## src/hw/rtl/supq_pkg.sv

```systemverilog
// supq_pkg: shared constants and control types for the sorted unique priority queue
// no dependencies; used by the interfaces, controller, datapath and top level
package supq_pkg;

  localparam int CAPACITY_DEF = 16;

  localparam int VALUE_W  = 32;
  localparam int STATUS_W = 2;
  localparam int COUNT_W  = 5;

  // request codes
  localparam logic REQ_INSERT = 1'b0;
  localparam logic REQ_REMOVE = 1'b1;

  // response status codes
  localparam logic [STATUS_W-1:0] STAT_OK    = 2'd0;
  localparam logic [STATUS_W-1:0] STAT_FULL  = 2'd1;
  localparam logic [STATUS_W-1:0] STAT_DUP   = 2'd2;
  localparam logic [STATUS_W-1:0] STAT_EMPTY = 2'd3;

  // controller to datapath
  typedef struct packed {
    logic                ins;    // commit insert
    logic                rem;    // commit remove
    logic                load;   // capture response
    logic [STATUS_W-1:0] code;
  } cmd_t;

  // datapath to controller
  typedef struct packed {
    logic full;
    logic empty;
    logic dup;
  } flags_t;

endpackage

```

## src/hw/rtl/supq_if.sv

```systemverilog
// supq_in_if / supq_out_if: valid-ready channels for requests and responses
// depends on supq_pkg for field widths
interface supq_in_if;
  logic                                 valid;
  logic                                 ready;
  logic                                 req_type;
  logic signed [supq_pkg::VALUE_W-1:0]  value;

  modport source (output valid, output req_type, output value, input ready);
  modport sink   (input valid, input req_type, input value, output ready);
endinterface

interface supq_out_if;
  logic                                 valid;
  logic                                 ready;
  logic        [supq_pkg::STATUS_W-1:0] status;
  logic signed [supq_pkg::VALUE_W-1:0]  removed_value;
  logic        [supq_pkg::COUNT_W-1:0]  count;
  logic                                 is_empty;
  logic                                 is_full;

  modport source (output valid, output status, output removed_value, output count,
                  output is_empty, output is_full, input ready);
  modport sink   (input valid, input status, input removed_value, input count,
                  input is_empty, input is_full, output ready);
endinterface

```

## src/hw/rtl/supq_ctrl.sv

```systemverilog
// supq_ctrl: handshake controller, decides the outcome of each request
// depends on supq_pkg for command/flag types and status codes
module supq_ctrl (
  input  logic                 clk,
  input  logic                 rst_n,
  input  logic                 in_valid,
  input  logic                 in_req_type,
  output logic                 in_ready,
  input  logic                 out_ready,
  output logic                 out_valid,
  input  supq_pkg::flags_t     flags,
  output supq_pkg::cmd_t       cmd
);

  localparam logic S_IDLE = 1'b0;
  localparam logic S_HOLD = 1'b1;

  logic state_r, state_nxt;
  logic accept;

  // a new request is taken whenever the response slot is free or draining
  assign in_ready  = (state_r == S_IDLE) || out_ready;
  assign accept    = in_valid && in_ready;
  assign out_valid = (state_r == S_HOLD);

  always_comb begin
    cmd      = '0;
    cmd.load = accept;
    if (in_req_type == supq_pkg::REQ_INSERT) begin
      if (flags.full) begin
        cmd.code = supq_pkg::STAT_FULL;
      end else if (flags.dup) begin
        cmd.code = supq_pkg::STAT_DUP;
      end else begin
        cmd.code = supq_pkg::STAT_OK;
        cmd.ins  = accept;
      end
    end else begin
      if (flags.empty) begin
        cmd.code = supq_pkg::STAT_EMPTY;
      end else begin
        cmd.code = supq_pkg::STAT_OK;
        cmd.rem  = accept;
      end
    end
  end

  always_comb begin
    state_nxt = state_r;
    case (state_r)
      S_IDLE: begin
        if (accept) state_nxt = S_HOLD;
      end
      S_HOLD: begin
        if (out_ready && !accept) state_nxt = S_IDLE;
      end
      default: state_nxt = S_IDLE;
    endcase
  end

  always_ff @(posedge clk) begin
    if (!rst_n) begin
      state_r <= S_IDLE;
    end else begin
      state_r <= state_nxt;
    end
  end

endmodule

```

## src/hw/rtl/supq_dp.sv

```systemverilog
// supq_dp: row of sorted entry cells, stored count and response register
// depends on supq_pkg for command/flag types and field widths
module supq_dp #(
  parameter int CAPACITY = supq_pkg::CAPACITY_DEF
) (
  input  logic                                 clk,
  input  logic                                 rst_n,
  input  logic signed [supq_pkg::VALUE_W-1:0]  in_value,
  input  supq_pkg::cmd_t                       cmd,
  output supq_pkg::flags_t                     flags,
  output logic        [supq_pkg::STATUS_W-1:0] out_status,
  output logic signed [supq_pkg::VALUE_W-1:0]  out_removed_value,
  output logic        [supq_pkg::COUNT_W-1:0]  out_count,
  output logic                                 out_is_empty,
  output logic                                 out_is_full
);

  localparam int CW = $clog2(CAPACITY + 1);
  localparam int VW = supq_pkg::VALUE_W;

  logic signed [VW-1:0]           entry_r [CAPACITY];
  logic [CAPACITY-1:0][VW-1:0]    entry_nxt;
  logic [CW-1:0]                  count_r, count_nxt;
  logic [CAPACITY-1:0]            active, eq, gt;

  logic [supq_pkg::STATUS_W-1:0] status_r;
  logic signed [VW-1:0]          removed_r;
  logic [supq_pkg::COUNT_W-1:0]  ocount_r;
  logic                          empty_r, full_r;

  // every cell compares its own value against the request at once
  for (genvar i = 0; i < CAPACITY; i++) begin : g_cmp
    assign active[i] = (CW'(i) < count_r);
    assign eq[i]     = active[i] && (entry_r[i] == in_value);
    assign gt[i]     = active[i] && (entry_r[i] > in_value);
  end

  assign flags.full  = (count_r == CW'(CAPACITY));
  assign flags.empty = (count_r == '0);
  assign flags.dup   = |eq;

  always_comb begin
    count_nxt = count_r;
    if (cmd.ins) count_nxt = count_r + CW'(1);
    else if (cmd.rem) count_nxt = count_r - CW'(1);
  end

  // insert: larger cells take their lower neighbour, the boundary cell takes the value
  for (genvar i = 0; i < CAPACITY; i++) begin : g_cell
    logic                 from_below;
    logic                 take;
    logic signed [VW-1:0] below_val;
    logic signed [VW-1:0] above_val;
    if (i == 0) begin : g_first
      assign from_below = 1'b0;
      assign below_val  = in_value;
    end else begin : g_rest
      assign from_below = gt[i-1];
      assign below_val  = entry_r[i-1];
    end
    if (i == CAPACITY - 1) begin : g_last
      assign above_val = entry_r[i];
    end else begin : g_inner
      assign above_val = entry_r[i+1];
    end
    assign take = gt[i] || (count_r == CW'(i));

    assign entry_nxt[i] = (cmd.ins && take) ? (from_below ? below_val : in_value) :
                          cmd.rem           ? above_val :
                                              entry_r[i];
  end

  always_ff @(posedge clk) begin
    for (int i = 0; i < CAPACITY; i++) begin
      entry_r[i] <= entry_nxt[i];
    end
  end

  always_ff @(posedge clk) begin
    if (!rst_n) begin
      count_r <= '0;
    end else begin
      count_r <= count_nxt;
    end
  end

  always_ff @(posedge clk) begin
    if (cmd.load) begin
      status_r  <= cmd.code;
      removed_r <= cmd.rem ? entry_r[0] : '0;
      ocount_r  <= supq_pkg::COUNT_W'(count_nxt);
      empty_r   <= (count_nxt == '0);
      full_r    <= (count_nxt == CW'(CAPACITY));
    end
  end

  assign out_status        = status_r;
  assign out_removed_value = removed_r;
  assign out_count         = ocount_r;
  assign out_is_empty      = empty_r;
  assign out_is_full       = full_r;

endmodule

```

## src/hw/rtl/sorted_unique_priority_queue_top.sv

```systemverilog
// sorted_unique_priority_queue_top: sorted unique priority queue, top level
// depends on supq_pkg, supq_if, supq_ctrl, supq_dp
//
//   channel   dir   beat fields
//   in_chan   in    req_type, value
//   out_chan  out   status, removed_value, count, is_empty, is_full
//
// one request per cycle: every cell compares and shifts in the same cycle, so the
// response is registered and appears in the cycle after the request beat is taken
// a new request is taken while a response waits if that response leaves the same cycle
// a stalled response holds in_chan.ready low until it is taken
// reset clears the stored count and the controller state only; no clearing pass
module sorted_unique_priority_queue_top #(
  parameter int CAPACITY = supq_pkg::CAPACITY_DEF
) (
  input  logic           clk,
  input  logic           rst_n,
  supq_in_if.sink        in_chan,
  supq_out_if.source     out_chan
);

  supq_pkg::cmd_t   cmd;
  supq_pkg::flags_t flags;

  supq_ctrl u_ctrl (
    .clk         (clk),
    .rst_n       (rst_n),
    .in_valid    (in_chan.valid),
    .in_req_type (in_chan.req_type),
    .in_ready    (in_chan.ready),
    .out_ready   (out_chan.ready),
    .out_valid   (out_chan.valid),
    .flags       (flags),
    .cmd         (cmd)
  );

  supq_dp #(.CAPACITY(CAPACITY)) u_dp (
    .clk               (clk),
    .rst_n             (rst_n),
    .in_value          (in_chan.value),
    .cmd               (cmd),
    .flags             (flags),
    .out_status        (out_chan.status),
    .out_removed_value (out_chan.removed_value),
    .out_count         (out_chan.count),
    .out_is_empty      (out_chan.is_empty),
    .out_is_full       (out_chan.is_full)
  );

  // every taken request yields a response next cycle
  a_resp_follows: assert property (@(posedge clk) disable iff (!rst_n)
    in_chan.valid && in_chan.ready |=> out_chan.valid)
    else $error("no response after accepted request");

  // a refused response never carries a removed value
  a_removed_zero: assert property (@(posedge clk) disable iff (!rst_n)
    out_chan.valid && out_chan.status != supq_pkg::STAT_OK && out_chan.removed_value != '0
    |-> 1'b0)
    else $error("removed value on refused request");

  // empty and full are exclusive
  a_flags_excl: assert property (@(posedge clk) disable iff (!rst_n)
    out_chan.valid |-> !(out_chan.is_empty && out_chan.is_full))
    else $error("empty and full both set");

  // a successful remove never reports a full queue
  a_remove_not_full: assert property (@(posedge clk) disable iff (!rst_n)
    cmd.rem |=> !out_chan.is_full)
    else $error("full after remove");

endmodule
```

## src/flat_wrapper.sv

```systemverilog
// flat-port wrapper written by rule: the top's interface ports become plain ports
module sorted_unique_priority_queue_top_flat 
#(
  parameter int CAPACITY = supq_pkg::CAPACITY_DEF
)
  (clk, rst_n, in_chan_valid, in_chan_req_type, in_chan_value, in_chan_ready, out_chan_valid, out_chan_status, out_chan_removed_value, out_chan_count, out_chan_is_empty, out_chan_is_full, out_chan_ready);
  supq_in_if in_chan_i ();
  supq_out_if out_chan_i ();
  input  logic clk;
  input  logic rst_n;
  input wire logic [$bits(in_chan_i.valid)-1:0] in_chan_valid;
  input wire logic [$bits(in_chan_i.req_type)-1:0] in_chan_req_type;
  input wire logic [$bits(in_chan_i.value)-1:0] in_chan_value;
  output wire logic [$bits(in_chan_i.ready)-1:0] in_chan_ready;
  output wire logic [$bits(out_chan_i.valid)-1:0] out_chan_valid;
  output wire logic [$bits(out_chan_i.status)-1:0] out_chan_status;
  output wire logic [$bits(out_chan_i.removed_value)-1:0] out_chan_removed_value;
  output wire logic [$bits(out_chan_i.count)-1:0] out_chan_count;
  output wire logic [$bits(out_chan_i.is_empty)-1:0] out_chan_is_empty;
  output wire logic [$bits(out_chan_i.is_full)-1:0] out_chan_is_full;
  input wire logic [$bits(out_chan_i.ready)-1:0] out_chan_ready;
  assign in_chan_i.valid = in_chan_valid;
  assign in_chan_i.req_type = in_chan_req_type;
  assign in_chan_i.value = in_chan_value;
  assign in_chan_ready = in_chan_i.ready;
  assign out_chan_valid = out_chan_i.valid;
  assign out_chan_status = out_chan_i.status;
  assign out_chan_removed_value = out_chan_i.removed_value;
  assign out_chan_count = out_chan_i.count;
  assign out_chan_is_empty = out_chan_i.is_empty;
  assign out_chan_is_full = out_chan_i.is_full;
  assign out_chan_i.ready = out_chan_ready;
  sorted_unique_priority_queue_top #(.CAPACITY(CAPACITY)) u_core (.clk(clk), .rst_n(rst_n), .in_chan(in_chan_i), .out_chan(out_chan_i));
endmodule
```

## config.mk

```make
export PLATFORM = sky130hd
export DESIGN_NAME = sorted_unique_priority_queue_top_flat
export DESIGN_NICKNAME = d
export VERILOG_FILES = /design/src/hw/rtl/supq_pkg.sv /design/src/hw/rtl/supq_if.sv /design/src/hw/rtl/supq_ctrl.sv /design/src/hw/rtl/supq_dp.sv /design/src/hw/rtl/sorted_unique_priority_queue_top.sv /design/src/flat_wrapper.sv
export SDC_FILE = /design/constraint.sdc
export NUM_CORES = 2
export LEC_CHECK = 0
export BUFFER_PORTS_ARGS = -buffer_cell sky130_fd_sc_hd__buf_4
export CORE_MARGIN = 2
export CORE_UTILIZATION = 35
export CTS_CLUSTER_SIZE = 16
export DETAILED_ROUTE_END_ITERATION = 12
export HOLD_SLACK_MARGIN = 0.08
export PLACE_DENSITY_LB_ADDON = 0.25
export SLEW_MARGIN = 20
export SYNTH_ARGS = -nofsm -noshare
export SYNTH_HDL_FRONTEND = slang
export SYNTH_HIERARCHICAL = 1
export SYNTH_SLANG_ARGS = --single-unit
```

## constraint.sdc

```tcl
create_clock -name clk -period 6.9 [get_ports clk]
set_clock_uncertainty 0.1 [all_clocks]
set_input_delay 1.035 -clock clk [delete_from_list [all_inputs] [get_ports clk]]
set_output_delay 1.035 -clock clk [all_outputs]
set_load 0.01 [all_outputs]
```

==> impl_metrics.py <==
metrics = {
    "run_status": {
        "status": "finished clean",
    },
    "timing": {
        "tns_ns": 0,
        "hold_slack_ns": 0.483,
        "tightestPinTransition_ns": 1.19,
        "rsz0062_at_grt": "no",
        "setup-violations-final": 0,
        "drv_slew": 0,
        "max_freq_mhz": 170,
        "fin_crit_ns": 5.88,
        "hold_viol": 0,
        "fin_crit_sh_pct": 85.1,
        "slew_headroom_pct": 20.3,
    },
    "yosys": {
        "syn_area_mm2": 0.0422,
        "ys.flop_type": "edfxtp_1",
        "synth_fp_nets": 4014,
        "syn_area_per_cell_um2": 12.2,
        "synth_cell_types": 85,
        "async_flop_share_pct": 0,
        "ys_seq_area_share_pct": 39.7,
        "ys_ff_latch": 559,
        "synth_edf_count": 553,
        "yosys_warnings": 6,
        "synthCells": 3460,
    },
    "clock_tree": {
        "cts_root_buf": "clkbuf_16",
        "post-cts-setup-buffers": 0,
        "cts-buffers-inserted": 72,
        "clockBufferDepth": 3,
        "path_clk_slew_ns": 0.06,
        "htreeDepth": 3,
        "insertion_delay_ns": 0.64,
        "ctsHoldBuffers": 0,
        "cts.sinks": 559,
        "cts_tree": "yes",
        "cts_resized": 0,
    },
    "critical_path": {
        "reg2reg_from": "u_core/u_dp/count_r[4]",
        "critPathTopFamily": "simple AND/OR/NAND/NOR gates",
        "cp.arrival_ns": 6.16,
        "r2r_slack_ns": 1.84,
        "critical_path.startpoint": "in_chan_value[26]",
        "cpMaxStageDelayCell": "o2bb2a_2",
        "crit_type": "in2reg",
        "crit_buf_inv": 3,
        "worstPathRequired_ns": 7.18,
        "crit_path_cell_trace": "buf_4 > inv_1 > buf_4 > ha_1 > nand4_1 > nor4_1 > nand3_1 > a41oi_1 > a2111oi_0 > nand4_1 > and4bb_2 > nand2_1 > nor2_1 > o2bb2a_2 > mux2_2",
        "slowest_delay_ns": 0.87,
        "start_kind": "primary input",
        "end_kind": "flop",
        "critPathMaxFanout": 33,
    },
    "placed_design": {
        "io_buffers": 79,
        "dp_cells": 5084,
        "hpwl_mm": 97.2,
        "gp_congestion": 0.948,
    },
    "final_layout": {
        "finalNonFillerCells": 5221,
        "area_delta_synth_final_pct": 12.3,
        "drive_gt1_share_pct": 29.6,
        "nets": 4101,
        "fill_cells": 11500,
    },
    "floorplan": {
        "die_area_mm2": 0.123,
        "core_mm2": 0.120,
        "rows": 127,
        "die_width_um": 351,
        "pin_count": 80,
        "fp.dieH_um": 351,
        "start_util_pct": 35.2,
    },
    "detailed_routing": {
        "wl_mm": 124,
        "ant_nets": 0,
        "num_vias": 29600,
        "drt_iter0_drc": 2003,
        "drc": 0,
        "via_per_inst": 5.67,
        "wl_per_cell_um": 23.7,
        "first_pass_iters": 6,
    },
    "flow_run": {
        "cap_violations": 0,
    },
    "worst_hold_path": {
        "min_path_type": "reg2reg",
        "min-delay-start": "u_core/u_dp/entry_r[15][29]",
    },
    "power": {
        "vdd_drop_max_mv": 0.127,
        "cellPowerDensity_mw_per_mm2": 232,
        "leakagePower_nw": 18.6,
    },
    "global_routing": {
        "grt_overflow_total": 0,
        "antenna_found_initial": 7,
        "grt_pass1_vias": 29900,
        "grt_pass1_wl_mm": 188,
        "grt_max_degree": 53,
        "grt_usage_pct": 19.8,
    },
}
[registers in the layout, summed over array words and instances (netlist names)]
signal                         cells
u_core/u_ctrl/out_valid            1
u_core/u_dp/out_is_full            1
u_core/u_dp/out_removed_value     32
u_core/u_dp/out_is_empty           1
u_core/u_dp/out_count              5
u_core/u_dp/out_status             2
u_core/u_dp/count_r                5
u_core/u_dp/entry_r              512
[per-layer routing]
| layer | track usage (%) | wire (um) | up-vias |
|---|---|---|---|
| li1 | - | - | 14000 |
| met5 | 0 | 0 | - |
| met3 | 3.10 | 5840 | 185 |
| met4 | 6.93 | 3800 | 0 |
| met2 | 31.8 | 56100 | 704 |
| met1 | 27.0 | 57900 | 14700 |
[Yosys cell counts (8+ instances only)]
| cell | n | area share, % |
|---|---|---|
| and4b_1 | 93 | 2.2 |
| mux2_1 | 33 | 0.88 |
| mux2_4 | 29 | 1.0 |
| or2_2 | 8 | 0.12 |
| nand2_1 | 128 | 1.1 |
| o211ai_1 | 29 | 0.52 |
| clkbuf_1 | 112 | 1.0 |
| nand3_1 | 72 | 0.85 |
| o21ai_0 | 63 | 0.75 |
| o21a_1 | 9 | 0.16 |
| and2_1 | 40 | 0.59 |
| ha_1 | 517 | 15 |
| and3_1 | 9 | 0.13 |
| buf_2 | 57 | 0.68 |
| and4_1 | 13 | 0.27 |
| mux2i_1 | 98 | 2.3 |
| a221oi_1 | 23 | 0.48 |
| inv_1 | 111 | 0.99 |
| nand2b_1 | 12 | 0.18 |
| edfxtp_1 | 553 | 39 |
| a21o_1 | 32 | 0.57 |
| a211oi_1 | 9 | 0.16 |
| a221o_1 | 128 | 3.0 |
| nor3_1 | 19 | 0.23 |
| mux2_2 | 681 | 18 |
| nor2b_1 | 23 | 0.34 |
| a21oi_1 | 225 | 2.7 |
| nand4_1 | 103 | 1.5 |
| nor4_1 | 62 | 0.92 |
| buf_4 | 14 | 0.25 |
| nor2_1 | 40 | 0.36 |
| buf_6 | 9 | 0.24 |
[logic make-up after synthesis]
kind of cell	Yosys count	synth area share (%)
multiplexers	842	22.5
AND/OR/NAND/NOR	649	9.45
AO/OA/AOI/OAI	577	9.71
flip-flops	559	39.7
adder cells (fa/ha/maj)	517	15.3
buffers and inverters	307	3.19
XOR/XNOR	9	0.187
[per-stage QoR]
step	power, mW	cell area [um2]	worst slack, ns	util, %
2_1_floorplan	6.39	42200	0.154	-
3_3_place_gp	7.32	45100	0.689	37.6
3_5_place_dp	7.36	45100	0.581	37.6
4_1_cts	11.1	47300	1.27	39.5
5_1_grt	11.5	47400	0.909	39.5
6_report	11.0	47400	1.02	39.5
[area by class of cell]
type,instances,area [um2],area share (%)
multi-input cells,2594,24300,51.3
flip-flops and latches,559,16700,35.3
clock buffers,96,2020,4.26
well taps,1612,2020,4.26
repair buffers,208,1640,3.47
inverters,112,420,0.887
clock inverters,33,233,0.491
diodes,7,17.5,0.0370
[power by group]
part | internal [mW] | switching [mW]
Sequential | 4.22 | 0.286
Combinational | 1.22 | 1.60
Clock | 2.16 | 1.53
[cells in the final DEF, fill, tap and decap left out, types with 31 or more instances in the layout]
cell type  count
nand2_1      128
mux2_1        33
and2_1        40
nor4_1        62
nor2_1        40
mux2i_1       92
and4b_1       93
a21o_1        31
o21ai_0       63
buf_4        202
edfxtp_1     553
clkbuf_16     77
ha_1         517
nand4_1      103
inv_1        111
a21oi_1      222
mux2_2       681
a221o_1      128
nand3_1       72
[worst paths after layout]
path | end | depth (start not counted)
hold reg to reg | u_core/u_dp/entry_r[14][29] | 1
setup reg to reg | u_core/u_dp/entry_r[4][30] | 13
hold / removal | u_core/u_dp/entry_r[14][29] | 1
setup / recovery | u_core/u_dp/entry_r[12][25] | 15
(Power assumes the default switching activity.)
